[config.mk]
export PLATFORM = sky130hd
export DESIGN_NAME = qsst_queue
export DESIGN_NICKNAME = d
export VERILOG_FILES = /design/src/rtl/qsst_pkg.sv /design/src/rtl/qsst_cell.sv /design/src/rtl/qsst_queue.sv
export SDC_FILE = /design/constraint.sdc
export NUM_CORES = 2
export LEC_CHECK = 0
export CORE_MARGIN = 8
export CORE_UTILIZATION = 35
export CTS_BUF_LIST = sky130_fd_sc_hd__clkbuf_2
export CTS_CLUSTER_SIZE = 14
export DETAILED_ROUTE_END_ITERATION = 8
export DONT_BUFFER_PORTS = 1
export GPL_TIMING_DRIVEN = 0
export PLACE_DENSITY_LB_ADDON = 0.08
export SLEW_MARGIN = 20
export SYNTH_ARGS = -nofsm -noshare
export SYNTH_HDL_FRONTEND = slang
export SYNTH_HIERARCHICAL = 1
export SYNTH_SLANG_ARGS = --single-unit
[constraint.sdc]
create_clock -name clk_i -period 4.2 [get_ports clk_i]
set_clock_uncertainty 0.05 [all_clocks]
set_input_delay 0.42 -clock clk_i [delete_from_list [all_inputs] [get_ports clk_i]]
set_output_delay 0.42 -clock clk_i [all_outputs]
set_load 0.005 [all_outputs]
[src/rtl/qsst_pkg.sv]
// ----------------------------------------------------------------------------
// qsst_pkg
// Shared widths, codes and types of the queue slot stall tracker.
// ----------------------------------------------------------------------------
package qsst_pkg;

  localparam int CYCLE_W     = 32;
  localparam int LAT_W       = 12;
  localparam int COST_W      = 8;
  localparam int STALL_W     = 12;
  localparam int CFG_W       = 5;
  localparam int CFG_IDX_W   = 3;
  localparam int NUM_REGS    = 5;
  localparam int KIND_W      = 3;
  localparam int IN_TDATA_W  = 24;
  localparam int IN_TUSER_W  = 4;
  localparam int OUT_TDATA_W = 48;

  localparam logic [STALL_W-1:0] STALL_MAX = '1;

  typedef enum logic {
    REQ_PROBE = 1'b0,
    REQ_ISSUE = 1'b1
  } req_e;

  // control broadcast to every cell of a queue
  typedef struct packed {
    logic               wr;
    logic [CYCLE_W-1:0] cc;
    logic [CYCLE_W-1:0] thr;
    logic [CYCLE_W-1:0] val;
  } slot_ctl_t;

  // data handed from one cell to its right neighbor
  typedef struct packed {
    logic               ge;
    logic               keep;
    logic [CYCLE_W-1:0] ft;
  } cell_link_t;

  // per-queue status towards the top level
  typedef struct packed {
    logic               full;
    logic               stale;
    logic [CYCLE_W-1:0] mn;
  } queue_stat_t;

endpackage

[src/rtl/qsst_cell.sv]
// ----------------------------------------------------------------------------
// qsst_cell
// One slot of a queue row; rows are kept sorted by free time, largest first.
// ----------------------------------------------------------------------------
module qsst_cell (
  input  logic                 clk_i,
  input  logic                 rst_ni,
  input  qsst_pkg::slot_ctl_t  ctl_i,
  input  qsst_pkg::cell_link_t link_i,
  output qsst_pkg::cell_link_t link_o,
  output logic                 keep1_o,
  output logic                 stale_o
);
  import qsst_pkg::*;

  logic               valid_q, valid_d;
  logic [CYCLE_W-1:0] ft_q, ft_d;
  logic               keep2;
  logic               ge;

  assign keep1_o = valid_q & (ft_q > ctl_i.cc);
  assign stale_o = valid_q & ~(ft_q > ctl_i.cc);
  assign keep2   = valid_q & (ft_q > ctl_i.thr);
  assign ge      = keep2 & (ft_q >= ctl_i.val);
  assign link_o  = '{ge: ge, keep: keep2, ft: ft_q};

  always_comb begin
    valid_d = valid_q;
    ft_d    = ft_q;
    if (ctl_i.wr) begin
      if (ge) begin
        valid_d = 1'b1;
      end else if (link_i.ge) begin
        valid_d = 1'b1;
        ft_d    = ctl_i.val;
      end else begin
        valid_d = link_i.keep;
        ft_d    = link_i.ft;
      end
    end
  end

  always_ff @(posedge clk_i or negedge rst_ni) begin
    if (!rst_ni) begin
      valid_q <= 1'b0;
    end else begin
      valid_q <= valid_d;
    end
  end

  always_ff @(posedge clk_i) begin
    ft_q <= ft_d;
  end

endmodule

[src/rtl/qsst_queue.sv]
// ----------------------------------------------------------------------------
// qsst_queue
// Row of slot cells for one issue queue, with fullness and minimum lookup.
// ----------------------------------------------------------------------------
module qsst_queue #(
  parameter int MAX_SLOTS = 16
) (
  input  logic                          clk_i,
  input  logic                          rst_ni,
  input  logic [qsst_pkg::CFG_W-1:0]    slots_i,
  input  qsst_pkg::slot_ctl_t           ctl_i,
  output qsst_pkg::queue_stat_t         stat_o
);
  import qsst_pkg::*;

  localparam int IW = (MAX_SLOTS > 1) ? $clog2(MAX_SLOTS) : 1;

  cell_link_t           link   [MAX_SLOTS];
  logic [MAX_SLOTS-1:0] keep1;
  logic [MAX_SLOTS-1:0] stale;
  logic [MAX_SLOTS:0]   keep1_ext;
  logic [IW-1:0]        full_idx;
  logic [CYCLE_W-1:0]   mn;

  for (genvar i = 0; i < MAX_SLOTS; i++) begin : g_cell
    cell_link_t link_in;
    if (i == 0) begin : g_head
      assign link_in = '{ge: 1'b1, keep: 1'b0, ft: '0};
    end else begin : g_body
      assign link_in = link[i-1];
    end
    qsst_cell u_cell (
      .clk_i   (clk_i),
      .rst_ni  (rst_ni),
      .ctl_i   (ctl_i),
      .link_i  (link_in),
      .link_o  (link[i]),
      .keep1_o (keep1[i]),
      .stale_o (stale[i])
    );
  end

  assign keep1_ext = {1'b0, keep1};

  // clamp configured depth to one through MAX_SLOTS
  always_comb begin
    if (slots_i == '0) begin
      full_idx = '0;
    end else if (32'(slots_i) >= MAX_SLOTS) begin
      full_idx = IW'(MAX_SLOTS - 1);
    end else begin
      full_idx = IW'(slots_i - CFG_W'(1));
    end
  end

  // smallest live free time sits in the last live cell
  always_comb begin
    mn = '0;
    for (int i = 0; i < MAX_SLOTS; i++) begin
      if (keep1_ext[i] && !keep1_ext[i+1]) begin
        mn = mn | link[i].ft;
      end
    end
  end

  assign stat_o = '{full: keep1[full_idx], stale: |stale, mn: mn};

endmodule

Word-level counts from Yosys, hierarchy flattened
Index checks and enable logic that the tools add are counted.

word-level totals
  input bits = 104
  word-level logic and storage cells = 307
  register bits = 528

operators by class
  reductions and logical operators = 48
  add/sub/neg operators = 1
  $lt $le $gt $ge = 50
  bitwise logic cells = 111
  muxes and demuxes = 65

operator list
  cell                                                       number
  greater-than comparator 32 bit                             32
  two-way mux 32 bit                                         31
  greater-or-equal comparator 32 bit                         16
  bitwise OR 32 bit                                          15
  AND 1 bit                                                  64
  NOT 1 bit                                                  32
  AND reduction 2 bit                                        16
  two-way mux 1 bit                                          31
  OR reduction 16 bit                                        1
  logical AND 1 bit                                          15
  logical NOT 1 bit                                          15
  two-way mux 4 bit                                          2
  greater-or-equal comparator 5 bit (second input constant)  1
  logical NOT 5 bit                                          1
  < comparator 4 x 5 -> 1 bit (second input constant)        1
  binary-select mux 1 bit (select 4 bit)                     1
  subtractor 4 x 1 -> 4 bit (second input constant)          1

Depth between registers and ports, before layout
  word-level depth = 35
  mapped depth = 15
  depth with buffers taken out = 13

Hierarchy
Netlist, hierarchy kept.

modules (own cells, without submodules)
  module                             cells each  sequential area each (µm²)  area each (µm²)  times used
  qsst_cell at g_cell[0].u_cell ...  424         985.9                       3854.9           15
  qsst_cell at g_cell[5].u_cell      417         985.9                       3886.2           1
  qsst_queue                         422         0.0                         3165.5           1

Worst setup path after synthesis
Ideal clock, no wire load.

  kind = reg2reg
  start = reg g_cell[5].u_cell.ft_q[31]
  end = reg g_cell[6].u_cell.ft_q[10], data pin
  arrival time = 3.063 ns
  period minus slack after synthesis = 3.373 ns
  setup slack = 0.827 ns
  stages on the path, launching flop included = 12
  data required time = 3.890 ns
  library setup time = 0.260 ns
  buffers on the path = 3
  path through = edfxtp_1 > ha_1 > nand4_1 > or3_1 > or4_4 > a31oi_4 > nor3b_1 > nor2_1 > buf_4 > clkbuf_1 > clkbuf_1 > mux2_2

on the way
  word-level cells in the longest chain between the ends = 4

RTL lines
  item                            RTL line         RTL
  start: declaration              qsst_cell.sv:17  logic [CYCLE_W-1:0] ft_q, ft_d;
  start signal: assignment        qsst_cell.sv:52  ft_q <= ft_d;
  greater-than comparator 32 bit  qsst_cell.sv:23  assign keep2 = valid_q & (ft_q > ctl_i.thr);
  AND 1 bit                       qsst_cell.sv:23
  AND 1 bit (*)                   qsst_cell.sv:24  assign ge = keep2 & (ft_q >= ctl_i.val);
  via g_cell[5].u_cell.ge         qsst_cell.sv:19  logic ge;
  two-way mux 32 bit (*)          qsst_cell.sv:33  end else if (link_i.ge) begin
  end signal: assignment          qsst_cell.sv:52
  end: declaration                qsst_cell.sv:17

The timed path passes the listed nets; every way through them passes the cells marked *.
A chain may end at the register's enable or synchronous reset.

==> out/metrics.json <==
{
  "status": {"value": "finished with violations"},
  "failing_checks": {"value": "negative hold slack, negative setup slack"},
  "post_synth.cell_area_avg": {"value": 9.01, "unit": "um^2"},
  "first_pass_drt_iterations": {"value": 6},
  "cts.reportedPaths.clkPinSlew": {"value": 0.11, "unit": "ns"},
  "cts_htree_levels": {"value": 4},
  "finalWirelength": {"value": 390000, "unit": "um"},
  "global_route.usage.total": {"value": 37.0, "unit": "%"},
  "crit_path_top_delay_cell": {"value": "sky130_fd_sc_hd__nand4_1"},
  "yosys_warnings": {"value": 6},
  "maximum_number_of_pins_on_one_net_before_global_route_repair": {"value": 48},
  "cts-root-buf": {"value": "sky130_fd_sc_hd__clkbuf_2"},
  "final-instance-count-excl-fill": {"value": 10800},
  "timing.final.setup_violations": {"value": 285},
  "die_x": {"value": 446, "unit": "um"},
  "cp.required": {"value": 3.73, "unit": "ns"},
  "filler_cell_count": {"value": 18100},
  "comb_power_share": {"value": 54.0, "unit": "%"},
  "power_report.internal_total": {"value": 14.9, "unit": "mW"},
  "die-area": {"value": 199000, "unit": "um^2"},
  "share_seq_of_total_power": {"value": 28.6, "unit": "%"},
  "initial_antenna_violation_count": {"value": 33},
  "final_cell_mix": {"value": "sky130_fd_sc_hd__inv_1, sky130_fd_sc_hd__ha_1, sky130_fd_sc_hd__a21oi_1, sky130_fd_sc_hd__mux2_2, sky130_fd_sc_hd__edfxtp_1"},
  "power.share.clock": {"value": 17.4, "unit": "%"},
  "grt_util_met1": {"value": 43.7, "unit": "%"},
  "hold_path_class": {"value": "input pin to flop"},
  "place_inst": {"value": 9731},
  "clock_sinks": {"value": 528},
  "final_min_period_over_clock_period": {"value": 150, "unit": "%"},
  "syn_area": {"value": 64900, "unit": "um^2"},
  "setup_ws": {"value": -2.09, "unit": "ns"},
  "wl_per_cell": {"value": 36.0, "unit": "um"},
  "drive_gt1_share": {"value": 23.1, "unit": "%"},
  "drtAntennaViolNets": {"value": 0},
  "post_drt_via_cell_ratio": {"value": 5.97},
  "tightestPinTransition": {"value": 1.48, "unit": "ns"},
  "num_vias": {"value": 64800},
  "leakagePower": {"value": 40.5, "unit": "nW"},
  "globalplace.congestion": {"value": 1.01},
  "numPortBuffers": {"value": 0},
  "floorplan.core_area": {"value": 185000, "unit": "um^2"},
  "drt_drc_violations_left": {"value": 0},
  "final_common_cell": {"value": "sky130_fd_sc_hd__inv_1"},
  "period_minus_slack": {"value": 6.29, "unit": "ns"},
  "grt_setup_unrepaired": {"value": "yes"},
  "finish.net_count": {"value": 9824},
  "netSwitchingPower": {"value": 13.2, "unit": "mW"},
  "crit_chain": {"value": "ha_1 > a21oi_1 > nor2b_1 > o31ai_2 > o211ai_1 > a21oi_2 > nor3b_4 > buf_4 > nor2b_4 > buf_6 > clkbuf_16 > a221oi_4 > nand4_1"},
  "multiInputGateArea": {"value": 45200, "unit": "um^2"},
  "grt_first_pass_wirelength": {"value": 508000, "unit": "um"},
  "max_slew_headroom": {"value": 1.07, "unit": "%"},
  "postLayoutCoreUtil": {"value": 44.1, "unit": "%"},
  "gr-max-usage-layer": {"value": "met2"},
  "powerDensity": {"value": 344, "unit": "nW/um^2"},
  "place.detailed.hpwl": {"value": 251000, "unit": "um"},
  "synthCells": {"value": 7195},
  "timing.final.max_slew_violations": {"value": 0},
  "final_hold_viol_count": {"value": 40},
  "crit_arrival": {"value": 5.82, "unit": "ns"},
  "global_routing_usage_on_met2": {"value": 57.5, "unit": "%"},
  "drt-initial-drc-count": {"value": 7255},
  "tritoncts": {"value": "yes"},
  "slowest_delay": {"value": 0.52, "unit": "ns"},
  "finalHoldWorstSlack": {"value": -0.127, "unit": "ns"},
  "ioPinCount": {"value": 138},
  "crit_fanout": {"value": 7},
  "worst-setup-path-type": {"value": "flop to output pin"},
  "grt_overflow_total": {"value": 0},
  "area.growth.synth_to_final": {"value": 25.8, "unit": "%"},
  "cp-end-kind": {"value": "output pin"},
  "cts_buffer_depth": {"value": 3},
  "die_height": {"value": 446, "unit": "um"},
  "worst_ir_drop_vdd": {"value": 0.456, "unit": "mV"},
  "first_global_vias": {"value": 59400},
  "finalSetupTns": {"value": -128.14, "unit": "ns"},
  "fmax": {"value": 159, "unit": "MHz"},
  "power.share.switching": {"value": 47.0, "unit": "%"},
  "total_power_of_the_final_layout": {"value": 28.1, "unit": "mW"},
  "place_area": {"value": 68700, "unit": "um^2"},
  "startpoint_type": {"value": "flop"},
  "starting_density_of_the_core": {"value": 35.1, "unit": "%"},
  "max-cap-violations": {"value": 0},
  "sequential_cell_area": {"value": 15800, "unit": "um^2"},
  "std_cell_rows": {"value": 158},
  "cts_made_buffers": {"value": 174},
  "clock_insertion_delay_worst_skew": {"value": 2.00, "unit": "ns"},
  "post-route-cell-area": {"value": 81600, "unit": "um^2"},
  "grt_util_met3": {"value": 7.82, "unit": "%"}
}
[worst max-delay path: cells and delay by family (launching register included)]
family | cells | cell delay (ns)
buffers and inverters | 3 | 0.47
flip-flops | 1 | 0.46
adder cells (fa/ha/maj) | 1 | 0.32
AND/OR/NAND/NOR | 4 | 0.83
AO/OA/AOI/OAI | 5 | 1.76
[power by group through the flow]
stage          sequential [mW]  clock [mW]  combinational, mW
3_3_place_gp              8.98           0               9.76
4_1_cts                   8.07        4.96               13.8
6_report                  8.04        4.89               15.2
2_1_floorplan             7.64           0               6.76
3_5_place_dp              8.94           0               10.2
5_1_grt                   8.05        5.24               15.9
[timing repair]
action | in CTS | in global routing
resized for setup | 491 | 316
buffers inserted | 351 | 152
gates cloned | 7 | 0
hold buffers | 241 | 48
setup endpoints to repair | 499 | 1041
pin swaps | 107 | 148
hold endpoints to repair | 1056 | 56
[metal layers]
layer,share of wire [%],wire length [um]
met1,37,144000
met2,43,167000
met3,9.0,34900
met4,11,44100
met5,0.021,81
[stage by stage]
step                      hold slack (ns)  setup WS [ns]
after floorplan                    0.0744          0.827
after global placement             0.0755          -3.45
after detailed placement           0.0756          -2.28
after CTS                        0.000449          -2.16
after global routing               -0.159          -2.18
final                              -0.127          -2.09
[state kept, by name (all words and copies together) (netlist names)]
name                   cells
g_cell.u_cell/ft_q       512
g_cell.u_cell/valid_q     16
[final cells by class]
cell class,count,area share [%]
Tap cell,2480,3.80
Multi-Input combinational cell,4942,55.5
Buffer,137,1.88
Timing Repair Buffer,800,10.0
Clock inverter,61,0.492
Antenna cell,54,0.166
Inverter,1599,7.36
Clock buffer,243,1.49
Sequential cell,528,19.3
[path summary, 6_finish.rpt]
path                                      startpoint                          to  slack [ns]  cells past startpoint
max reg2reg                g_cell[7].u_cell/ft_q[14]   g_cell[7].u_cell/ft_q[11]       -0.70                     12
min                                         ctl_i[3]  g_cell[15].u_cell/ft_q[31]       -0.13                      9
max                         g_cell[7].u_cell/ft_q[3]                   stat_o[0]       -2.09                     13
min reg2reg                 g_cell[2].u_cell/ft_q[0]    g_cell[3].u_cell/ft_q[0]        0.56                      1
min in group asynchronous                     rst_ni    g_cell[3].u_cell/valid_q        0.09                      5
max in group asynchronous                     rst_ni   g_cell[12].u_cell/valid_q        3.80                      5
Power figures use the tool's default switching activity.
